[config.mk]
export PLATFORM = sky130hd
export DESIGN_NAME = indexed_sequence_store_core
export DESIGN_NICKNAME = d
export VERILOG_FILES = /design/src/rtl/iss_pkg.sv /design/src/rtl/indexed_sequence_store_core.sv /design/src/rtl/iss_ctrl.sv /design/src/rtl/iss_datapath.sv
export VERILOG_INCLUDE_DIRS = /design/src /design/src/rtl
export SDC_FILE = /design/constraint.sdc
export NUM_CORES = 1
export LEC_CHECK = 0
export BUFFER_PORTS_ARGS = -buffer_cell sky130_fd_sc_hd__buf_4
export CORE_MARGIN = 2
export CORE_UTILIZATION = 45
export CTS_CLUSTER_DIAMETER = 100
export DETAILED_ROUTE_END_ITERATION = 8
export SLEW_MARGIN = 20
export SYNTH_ARGS = -nofsm -noshare
export SYNTH_HDL_FRONTEND = slang
export SYNTH_SLANG_ARGS = --single-unit
[constraint.sdc]
create_clock -name clk -period 6.8 [get_ports clk]
set_input_delay 1.36 -clock clk [delete_from_list [all_inputs] [get_ports clk]]
set_output_delay 1.36 -clock clk [all_outputs]
set_load 0.05 [all_outputs]
[src/rtl/indexed_sequence_store_core_macros.svh]
// Assertion macros shared by the indexed sequence store RTL.
// Depends on a clock named clk and an active-low reset named rst_n in scope.
`ifndef INDEXED_SEQUENCE_STORE_CORE_MACROS_SVH
`define INDEXED_SEQUENCE_STORE_CORE_MACROS_SVH

// Check that a condition holds in the same cycle as its trigger.
`define ISS_ASSERT_NOW(lbl, trig, cons, msg) \
    lbl: assert property (@(posedge clk) disable iff (!rst_n) (trig) |-> (cons)) \
        else $error(msg);

// Check that a condition holds in the cycle after its trigger.
`define ISS_ASSERT_NEXT(lbl, trig, cons, msg) \
    lbl: assert property (@(posedge clk) disable iff (!rst_n) (trig) |=> (cons)) \
        else $error(msg);

`endif

[src/rtl/iss_pkg.sv]
// Shared types and constants for the indexed sequence store.
// No dependencies; used by the controller, datapath and top level.
`default_nettype none

package iss_pkg;

    localparam int CAPACITY = 16;
    localparam int IDX_W    = $clog2(CAPACITY);
    localparam int CNT_W    = 5;
    localparam int DATA_W   = 32;

    typedef enum logic [2:0] {
        FN_APPEND  = 3'd0,
        FN_PREPEND = 3'd1,
        FN_INSERT  = 3'd2,
        FN_REMOVE  = 3'd3,
        FN_GET     = 3'd4
    } func_t;

    typedef enum logic [1:0] {
        ST_OK    = 2'd0,
        ST_RANGE = 2'd1,
        ST_FULL  = 2'd2
    } status_t;

    typedef enum logic {
        S_IDLE = 1'b0,
        S_EXEC = 1'b1
    } state_t;

    // Commands from the controller to the datapath.
    typedef struct packed {
        logic load;   // capture the request fields
        logic exec;   // carry out the held request and load the result
    } cmd_t;

endpackage

`default_nettype wire

[src/rtl/indexed_sequence_store_core.sv]
// Top level of the indexed sequence store: stream ports, controller and datapath.
// Depends on iss_pkg, iss_ctrl, iss_datapath and indexed_sequence_store_core_macros.svh.
//
// Usage:
//   Requests arrive on the s_* stream: a function code (append, prepend, insert,
//   remove, get), a position and a signed 32-bit value. Every request gives
//   exactly one transaction on the m_* stream: a status (ok, position out of
//   range, store full), the value read by a successful get (zero otherwise) and
//   the count after the request. The store holds up to CAPACITY values (16).
//   A request is captured in the idle state and carried out in the execute state
//   once the result slot is free, when all cells shift at once and the result is
//   registered; no new request is taken until then.
//   Stall: while the receiver holds m_tready low a finished result waits in
//   the output register; one further request is still taken and held until
//   that result leaves, then s_tready stays low.
//   Reset: rst_n clears the count (empty store) and m_tvalid; the
//   cell contents are left as they are, since only positions below the count
//   are ever read.
`default_nettype none

`include "indexed_sequence_store_core_macros.svh"

module indexed_sequence_store_core
#(
    parameter int CAPACITY = iss_pkg::CAPACITY
)
(
    input  wire logic        clk,
    input  wire logic        rst_n,
    input  wire logic        s_tvalid,
    output logic             s_tready,
    input  wire logic [39:0] s_tdata,   // func[2:0], position[7:3], value[39:8]
    output logic             m_tvalid,
    input  wire logic        m_tready,
    output logic [39:0]      m_tdata    // status[1:0], read_value[33:2], count[38:34], 0
);

    iss_pkg::cmd_t                          cmd;
    iss_pkg::status_t                       res_status;
    logic signed [iss_pkg::DATA_W-1:0]      res_value;
    logic [iss_pkg::CNT_W-1:0]              res_count;

    // Sequence the request and result transactions.
    iss_ctrl u_ctrl
    (
        .clk       (clk),
        .rst_n     (rst_n),
        .in_valid  (s_tvalid),
        .in_ready  (s_tready),
        .out_valid (m_tvalid),
        .out_ready (m_tready),
        .cmd       (cmd)
    );

    // Unpack the request fields straight into the datapath.
    iss_datapath
    #(
        .CAPACITY (CAPACITY)
    )
    u_datapath
    (
        .clk        (clk),
        .rst_n      (rst_n),
        .cmd        (cmd),
        .func       (s_tdata[2:0]),
        .position   (s_tdata[7:3]),
        .value      (s_tdata[39:8]),
        .status     (res_status),
        .read_value (res_value),
        .count      (res_count)
    );

    // Pack the result, padding to whole bytes.
    assign m_tdata = {1'b0, res_count, res_value, res_status};

    // A taken request blocks the input for at least the execute cycle.
    `ISS_ASSERT_NEXT(a_busy_after_accept, s_tvalid && s_tready, !s_tready,
        "input accepted again directly after a request")
    // The count never passes the capacity.
    `ISS_ASSERT_NOW(a_count_bound, m_tvalid,
        res_count <= iss_pkg::CNT_W'(CAPACITY), "count beyond capacity")
    // A full status only comes from a store at capacity.
    `ISS_ASSERT_NOW(a_full_at_cap, m_tvalid && res_status == iss_pkg::ST_FULL,
        res_count == iss_pkg::CNT_W'(CAPACITY), "full status below capacity")
    // An out-of-range request reads nothing.
    `ISS_ASSERT_NOW(a_range_no_data, m_tvalid && res_status == iss_pkg::ST_RANGE,
        res_value == '0, "data returned with range error")

endmodule

`default_nettype wire

[src/rtl/iss_ctrl.sv]
// Controller for the indexed sequence store: request/result sequencing.
// Depends on iss_pkg.
`default_nettype none

module iss_ctrl
(
    input  wire logic          clk,
    input  wire logic          rst_n,
    input  wire logic          in_valid,
    output logic               in_ready,
    output logic               out_valid,
    input  wire logic          out_ready,
    output iss_pkg::cmd_t      cmd
);

    iss_pkg::state_t state_reg, state_next;
    logic            out_valid_reg, out_valid_next;

    always_ff @(posedge clk or negedge rst_n)
    begin
        if (!rst_n)
        begin
            state_reg     <= iss_pkg::S_IDLE;
            out_valid_reg <= 1'b0;
        end
        else
        begin
            state_reg     <= state_next;
            out_valid_reg <= out_valid_next;
        end
    end

    always_comb
    begin
        state_next     = state_reg;
        out_valid_next = out_valid_reg;
        in_ready       = 1'b0;
        cmd            = '0;
        // drop the result once the receiver takes it
        if (out_valid_reg && out_ready)
        begin
            out_valid_next = 1'b0;
        end
        case (state_reg)
            iss_pkg::S_IDLE:
            begin
                in_ready = 1'b1;
                if (in_valid)
                begin
                    cmd.load   = 1'b1;
                    state_next = iss_pkg::S_EXEC;
                end
            end
            iss_pkg::S_EXEC:
            begin
                // hold until the result slot is free or freeing this cycle
                if (!out_valid_reg || out_ready)
                begin
                    cmd.exec       = 1'b1;
                    out_valid_next = 1'b1;
                    state_next     = iss_pkg::S_IDLE;
                end
            end
            default:
            begin
                state_next = iss_pkg::S_IDLE;
            end
        endcase
    end

    assign out_valid = out_valid_reg;

endmodule

`default_nettype wire

[src/rtl/iss_datapath.sv]
// Datapath for the indexed sequence store: row of shifting cells, count, result.
// Depends on iss_pkg.
`default_nettype none

module iss_datapath
#(
    parameter int CAPACITY = iss_pkg::CAPACITY
)
(
    input  wire logic                                clk,
    input  wire logic                                rst_n,
    input  wire iss_pkg::cmd_t                       cmd,
    input  wire logic [2:0]                          func,
    input  wire logic [iss_pkg::CNT_W-1:0]           position,
    input  wire logic signed [iss_pkg::DATA_W-1:0]   value,
    output iss_pkg::status_t                         status,
    output logic signed [iss_pkg::DATA_W-1:0]        read_value,
    output logic [iss_pkg::CNT_W-1:0]                count
);

    localparam int CAP   = CAPACITY;
    localparam int IDX_W = $clog2(CAP);
    localparam logic [iss_pkg::CNT_W-1:0] CAP_CNT = iss_pkg::CNT_W'(CAP);

    logic [2:0]                         func_reg;
    logic [iss_pkg::CNT_W-1:0]          pos_reg;
    logic signed [iss_pkg::DATA_W-1:0]  val_reg;
    logic signed [iss_pkg::DATA_W-1:0]  cells_reg [CAP];
    logic signed [iss_pkg::DATA_W-1:0]  cells_next [CAP];
    logic [iss_pkg::CNT_W-1:0]          count_reg, count_next;
    iss_pkg::status_t                   status_reg, status_next;
    logic signed [iss_pkg::DATA_W-1:0]  rd_reg, rd_next;

    logic                               full;
    logic                               do_ins;
    logic                               do_rem;
    logic [iss_pkg::CNT_W-1:0]          op_pos;

    assign full = (count_reg == CAP_CNT);

    // Decode the held request.
    always_comb
    begin
        status_next = iss_pkg::ST_OK;
        rd_next     = '0;
        do_ins      = 1'b0;
        do_rem      = 1'b0;
        op_pos      = pos_reg;
        count_next  = count_reg;
        case (iss_pkg::func_t'(func_reg))
            iss_pkg::FN_APPEND:
            begin
                op_pos = count_reg;
                if (full) status_next = iss_pkg::ST_FULL;
                else      do_ins      = 1'b1;
            end
            iss_pkg::FN_PREPEND:
            begin
                op_pos = '0;
                if (full) status_next = iss_pkg::ST_FULL;
                else      do_ins      = 1'b1;
            end
            iss_pkg::FN_INSERT:
            begin
                if (pos_reg > count_reg) status_next = iss_pkg::ST_RANGE;
                else if (full)           status_next = iss_pkg::ST_FULL;
                else                     do_ins      = 1'b1;
            end
            iss_pkg::FN_REMOVE:
            begin
                if (pos_reg >= count_reg) status_next = iss_pkg::ST_RANGE;
                else                      do_rem      = 1'b1;
            end
            iss_pkg::FN_GET:
            begin
                if (pos_reg >= count_reg) status_next = iss_pkg::ST_RANGE;
                else rd_next = cells_reg[pos_reg[IDX_W-1:0]];
            end
            default:
            begin
                status_next = iss_pkg::ST_OK;
            end
        endcase
        if (do_ins) count_next = count_reg + iss_pkg::CNT_W'(1);
        if (do_rem) count_next = count_reg - iss_pkg::CNT_W'(1);
    end

    // Each cell picks its own value, the new value, its left neighbour or its right neighbour.
    for (genvar gi = 0; gi < CAP; gi++)
    begin : g_cell
        logic signed [iss_pkg::DATA_W-1:0] left_val;
        logic signed [iss_pkg::DATA_W-1:0] right_val;
        logic [iss_pkg::CNT_W-1:0]         here;

        assign here = iss_pkg::CNT_W'(gi);

        if (gi == 0)
        begin : g_first
            assign left_val = val_reg;
        end
        else
        begin : g_mid_l
            assign left_val = cells_reg[gi-1];
        end

        if (gi == CAP-1)
        begin : g_last
            assign right_val = cells_reg[gi];
        end
        else
        begin : g_mid_r
            assign right_val = cells_reg[gi+1];
        end

        always_comb
        begin
            cells_next[gi] = cells_reg[gi];
            if (do_ins)
            begin
                if (here == op_pos)     cells_next[gi] = val_reg;
                else if (here > op_pos) cells_next[gi] = left_val;
            end
            else if (do_rem)
            begin
                if (here >= op_pos)     cells_next[gi] = right_val;
            end
        end
    end

    always_ff @(posedge clk)
    begin
        if (cmd.load)
        begin
            func_reg <= func;
            pos_reg  <= position;
            val_reg  <= value;
        end
        if (cmd.exec)
        begin
            cells_reg  <= cells_next;
            status_reg <= status_next;
            rd_reg     <= rd_next;
        end
    end

    always_ff @(posedge clk or negedge rst_n)
    begin
        if (!rst_n)
        begin
            count_reg <= '0;
        end
        else if (cmd.exec)
        begin
            count_reg <= count_next;
        end
    end

    assign status     = status_reg;
    assign read_value = rd_reg;
    assign count      = count_reg;

endmodule

`default_nettype wire

== After elaboration in Yosys (flattened, before gate mapping) ==
Index checks and enable logic that the tools add are counted.

* Register bits: 593
* Input bits: 44
* Output and inout bits: 42
* Word-level logic and storage cells: 242

* $add $sub $neg: 2
* $lt $le $gt $ge: 34
* Equal/unequal tests: 35
* Multiplexer cells: 102
* Bitwise gates (word level): 3
* Reduce and logical (&&, ||, !) cells: 42

{| class="wikitable"
|+ Operator list
! kind !! number
|-
| $mux 32 || 79
|-
| $bmux 32 s4 || 1
|-
| $reduce_and 4->1 || 15
|-
| $ne 3x3->1 const B || 15
|-
| $eq 4x5->1 const A || 8
|-
| $gt 4x5->1 const A || 8
|-
| $ge 4x5->1 const A || 7
|-
| $reduce_bool 2->1 || 17
|-
| $eq 3x5->1 const A || 4
|-
| $ge 3x5->1 const A || 4
|-
| $gt 3x5->1 const A || 4
|-
| $mux 1 || 14
|-
| $eq 2x5->1 const A || 2
|-
| $ge 1x5->1 const A || 2
|-
| $ge 2x5->1 const A || 2
|-
| $gt 1x5->1 const A || 2
|-
| $gt 2x5->1 const A || 2
|-
| $mux 5 || 2
|-
| $pmux 5 s2 || 1
|-
| $eq 3x2->1 const B || 2
|-
| $pmux 2 s3 || 1
|-
| $reduce_or 2->1 || 3
|-
| $add 5x1->5 const B || 1
|-
| $eq 1x5->1 const A || 1
|-
| 18 further kinds || 21
|}

== Logic depth before layout (Yosys ltp) ==
* Depth in word-level cells: 6
* Depth in mapped cells: 14
* Gate-level depth less buffers: 10

== By module ==
From an unflattened synthesis, not the netlist that was laid out.

* Cell total of the unflattened synthesis: 2990
* Area total of the unflattened synthesis: 32516.2 um2

{| class="wikitable"
|+ Modules (own cells, without submodules)
! module !! instances !! cells each !! area an instance (um2) !! sequential area each (um2)
|-
| iss_datapath || 1 || 2980 || 32411.1 || 17722.0
|-
| iss_ctrl || 1 || 8 || 93.8 || 50.0
|-
| indexed_sequence_store_core || 1 || 2 || 11.3 || 0.0
|}

== Worst setup path after synthesis ==
Ideal clock, no wire load.

* Kind: flip-flop to flip-flop
* From: register u_datapath.pos_reg[0] (netlist bit)
* To: register u_datapath.cells_reg (netlist bit u_datapath.g_cell[3].right_val[0]), enable pin
* Library setup time: 0.470 ns
* Data arrival time: 4.737 ns
* Path slack: 1.593 ns
* Cell stages (with the launch flop): 12
* Period minus slack after synthesis: 5.207 ns
* Cells stage by stage: edfxtp_1 -> clkbuf_1 -> clkbuf_1 -> buf_2 -> inv_1 -> ha_1 -> nand2b_1 -> a21oi_1 -> o2111ai_1 -> a2bb2oi_1 -> buf_1 -> a211oi_1

* Word-level cells in the longest chain between the ends: 5
* Elaborated cells between the ends (all ways): 14
* Those cells by class: 4 x order compare; 2 x eq/ne; 5 x mux; 3 x reduce/logical

{| class="wikitable"
|+ RTL lines
! what !! RTL line !! source
|-
| start: declaration || iss_datapath.sv:26 || <nowiki>logic [iss_pkg::CNT_W-1:0] pos_reg;</nowiki>
|-
| start signal: assignment || iss_datapath.sv:135 || <nowiki>pos_reg <= position;</nowiki>
|-
| $gt 5x5->1 / $ge 5x5->1 (equally long branches) || iss_datapath.sv:65, iss_datapath.sv:71 ||
|-
| $mux 1, on equally long branches || iss_datapath.sv:65, iss_datapath.sv:71 ||
|-
| $pmux 1 s2 / $mux 1 (equally long branches) || iss_datapath.sv:50 || <nowiki>case (iss_pkg::func_t'(func_reg))</nowiki>
|-
| $ne 3x3->1 (no line) / $reduce_bool 2->1 (equally long branches) || n/a ||
|-
| $reduce_and 4->1 (no line) * || n/a ||
|-
| end signal: assignment || iss_datapath.sv:140 || <nowiki>cells_reg <= cells_next;</nowiki>
|-
| end: declaration || iss_datapath.sv:28 || <nowiki>logic signed [iss_pkg::DATA_W-1:0] cells_reg [CAP];</nowiki>
|}

Every way passes the cells marked *; elsewhere a longest branch is shown, timed or not.
A chain may end at the register's enable or synchronous reset.

== Final worst setup path ==
* From: register u_datapath.pos_reg[3] (netlist bit)
* To: register u_datapath.cells_reg (netlist bit u_datapath.g_cell[1].right_val[18]), enable pin

The elaborated chain is that of the path after synthesis.

==> qor_table.md <==
| Quantity | Reported |
|---|---|
| Power per Cell Area | 366 nW/µm² |
| Mean post-synth cell area | 10.8 µm² |
| Post-detailed-route count of antenna-violating nets | 0 |
| Ant diodes | 0 |
| Final critical-path share of the clock period | 0.727 |
| Number of endpoints with negative hold slack in the final report | 0 |
| GR met3 Demand/Resource | 0.0438 |
| Remaining Overflow, GRT | 0 |
| Via count of the first global-routing pass | 24500 |
| Post-synthesis to final-layout area growth | 10.4% |
| Worst-case headroom to the max-slew limit | 0.182 |
| Top cell by count, worst path | buf_4 |
| TritonCTS clock tree | yes |
| CP max stage cell | a21oi_4 |
| Largest net degree at the start of global routing | 130 |
| Busiest grt layer | met2 |
| Worst-case clock skew | 33.3 ps |
| Num ports | 86 |
| Achievable Freq | 202 MHz |
| Leakage power | 13.7 nW |
| H-tree depth reported by CTS | 3 |
| Count of unresolved DRC violations after routing | 0 |
| Unrepaired setup endpoints after global routing | false |
| Die Wd | 273 µm |
| Number of antenna violations at the first check in global routing | 1 |
| Yosys warns | 0 |
| Hold-fix buffers, CTS | 0 |
| Post-layout net count | 3013 |
| Fraction of final layout cells with drive strength greater than 1 | 0.148 |
| Met2 Track Usage GR | 0.454 |
| First-pass GRT wire length | 155000 µm |
| Chain of cells forming the critical path | buf_4 -> ha_1 -> a21o_1 -> a21oi_1 -> o2111ai_1 -> a2bb2oi_2 -> buf_4 -> or3_1 -> a21oi_4 -> buf_4 |
| Max reg flops | 416 |
| Category of the worst setup path launch point | register |
| Critical path required time | 7040 ps |
| Die footprint | 74400 µm² |
| Number of inserted filler cells in the final layout | 6228 |
| TritonCTS sink count | 593 |
| Clk buf depth | 3 |
| Postcts setup bufs | 0 |
| Combined area of the multi-input logic cells | 13700 µm² |
| Peak supply drop | 0.178 mV |
| Setup TNS after final layout | 0 ps |
| Die height | 273 µm |
| Crit path capture type | register |
| Number of max-cap violations | 0 |
| Clock root buffer master | clkbuf_16 |
| Library cells used by synthesis | 52 |
| Number of cells upsized or downsized after cts | 0 |
| Design Area, Final | 35900 µm² |
| Insertion delay of the later-clocked pin in the worst-skew pair | 620 ps |
| Post-place instance area | 33800 µm² |
| Global routing usage on met1 | 0.368 |
| Outcome | complete, no violations |
| Buffer and inverter count on the worst path | 3 |
| Maximum single-stage delay on the critical path | 610 ps |
| Core area | 71500 µm² |
| Synthesized area | 32500 µm² |
| Final hold slack | 508 ps |
| Fin crit period | 4940 ps |
| Clock transition time at the flip-flop clock pins of the worst setup and hold paths | 60 ps |
| Max-slew violation total from the final report | 0 |
| Average wire length per cell after detail routing | 26.2 µm |
| Via count of the routed design | 25100 |
| Post-DR vias/cell | 6.33 |
| Initial drt markers | 3325 |
| Hold Path Class | register to register |
| Total nets after synthesis | 3071 |
| Transition time at the pin with the least slew margin | 1220 ps |
| Cell class contributing the biggest share of worst-path delay | compound AO/OA/AOI/OAI gates |
| Top fanout value on the critical path | 34 |
| Arrival time of the worst setup path | 5190 ps |
| Sequential share of the synthesized area | 0.547 |
| Sum of net half-perimeters after detailed placement | 56700 µm |
| Number of synthesized register bits | 593 |
| Gpl congestion | 0.824 |
| Starting utilization of the core area | 0.455 |
| Endpoints failing setup | 0 |
| Cell Rows | 98 |
| Total Wirelength | 104000 µm |
| Inserted Clock Buffers | 70 |
| First-pass detailed-route iteration total | 6 |
| Flip-flop and latch area | 17800 µm² |
| Number of port buffers | 84 |
| Total Routing Usage GR | 0.276 |
| Path type of the worst setup path | register to register |
| Synthesized netlist cell count | 3021 |
-- final cells by class --
type / instances / share of cell area
inverter: 9 / 0.000942
timing repair buffer: 133 / 0.0312
sequential: 593 / 0.496
clock inverter: 33 / 0.00600
tap: 950 / 0.0331
clock buffer: 90 / 0.0521
multi-input combinational: 2156 / 0.381
-- synthesized netlist by cell type, drive strengths merged --
| master | number | area [µm²] |
|---|---|---|
| a211o | 2 | 17.5 |
| a211oi | 3 | 22.5 |
| a21o | 3 | 22.5 |
| a21oi | 705 | 3530 |
| a2bb2oi | 1 | 8.76 |
| a31oi | 7 | 43.8 |
| and2 | 2 | 15.0 |
| and3 | 3 | 18.8 |
| and3b | 1 | 8.76 |
| buf | 151 | 851 |
| clkbuf | 112 | 420 |
| conb | 1 | 3.75 |
| dfrtp | 7 | 175 |
| edfxtp | 586 | 17600 |
| ha | 6 | 75.1 |
| inv | 9 | 33.8 |
| mux2 | 33 | 372 |
| mux2i | 96 | 961 |
| mux4 | 160 | 3600 |
| nand2 | 573 | 2170 |
| nand2b | 4 | 27.5 |
| nand3 | 4 | 20.0 |
| nand4bb | 1 | 11.3 |
| nor2 | 381 | 1500 |
| nor2b | 34 | 213 |
| nor3 | 9 | 65.1 |
| nor4 | 1 | 6.26 |
| nor4b | 2 | 17.5 |
| o2111ai | 2 | 17.5 |
| o21a | 2 | 22.5 |
| o21ai | 103 | 519 |
| o31ai | 1 | 7.51 |
| or2 | 3 | 21.3 |
| or3 | 5 | 36.3 |
| or4 | 1 | 7.51 |
| or4b | 2 | 20.0 |
| xnor2 | 5 | 43.8 |
-- layer usage --
metal / routed length, µm / vias to the layer above
li1: - / 10900
met1: 40900 / 12500
met2: 50100 / 1454
met3: 9050 / 237
met4: 3650 / 0
met5: 0 / -
-- power breakdown --
group	total, mW	switching [mW]	internal, mW
sequential	5.29	0.430	4.86
combinational	4.30	2.85	1.45
clock	3.55	1.54	2.01
-- placed cells by master, fill, tap and decap left out, types with 30 or more instances in the layout --
cell / netlist / layout
clkbuf_16: 0 / 72
o21ai_0: 60 / 60
o21ai_1: 42 / 42
edfxtp_1: 586 / 586
a21oi_1: 705 / 700
mux2i_1: 96 / 96
nor2b_1: 34 / 33
nand2_1: 566 / 555
mux2_1: 30 / 30
nor2_1: 369 / 364
mux4_2: 160 / 160
buf_4: 16 / 124
-- cells by family (layout without fill, tap and decap cells) --
family / Yosys count / in the layout / synth area share
muxes: 289 / 289 / 0.152
and+or+nand+nor: 1026 / 1026 / 0.128
DFF: 593 / 593 / 0.547
buffers and inverters: 272 / 265 / 0.0402
AOI/OAI and AO/OA: 829 / 829 / 0.130
adders and majority gates: 6 / 6 / 0.00231
xor gates and xnor gates: 5 / 5 / 0.00135
other: 1 / 1 / 0.000115
-- path summary, 6_finish.rpt --
path,endpoint,startpoint,cells past startpoint,slack [ps]
worst max-delay path,u_datapath.g_cell[1].right_val[18],u_datapath.pos_reg[3],10,1860
worst min-delay path,u_ctrl.out_valid,u_ctrl.out_valid,2,510
worst max register to register,u_datapath.g_cell[1].right_val[18],u_datapath.pos_reg[3],10,1860
worst min register to register,u_ctrl.out_valid,u_ctrl.out_valid,2,510
max in group asynchronous,u_datapath.count[2],rst_n,1,6110
min in group asynchronous,u_datapath.count[4],rst_n,1,550
-- worst reg2reg max path, cell delays in order, from the launching register on --
cell and delay, ps:
edfxtp_1 330, buf_4 580, ha_1 400, a21o_1 160
a21oi_1 440, o2111ai_1 510, a2bb2oi_2 290, buf_4 230
or3_1 500, a21oi_4 610, buf_4 510
-- per-stage QoR --
| stage | util | worst slack (ps) | instances | total power, mW |
|---|---|---|---|---|
| final | 0.502 | 1860 | 3964 | 13.1 |
| after global routing | 0.502 | 1720 | 3964 | 13.7 |
| after CTS | 0.501 | 1930 | 3963 | 13.1 |
| after detailed placement | 0.472 | 1960 | 3840 | 9.60 |
| after global placement | 0.471 | 2040 | 3837 | 9.44 |
| after floorplan | - | 1590 | 3021 | 8.29 |
(Power assumes the default switching activity.)
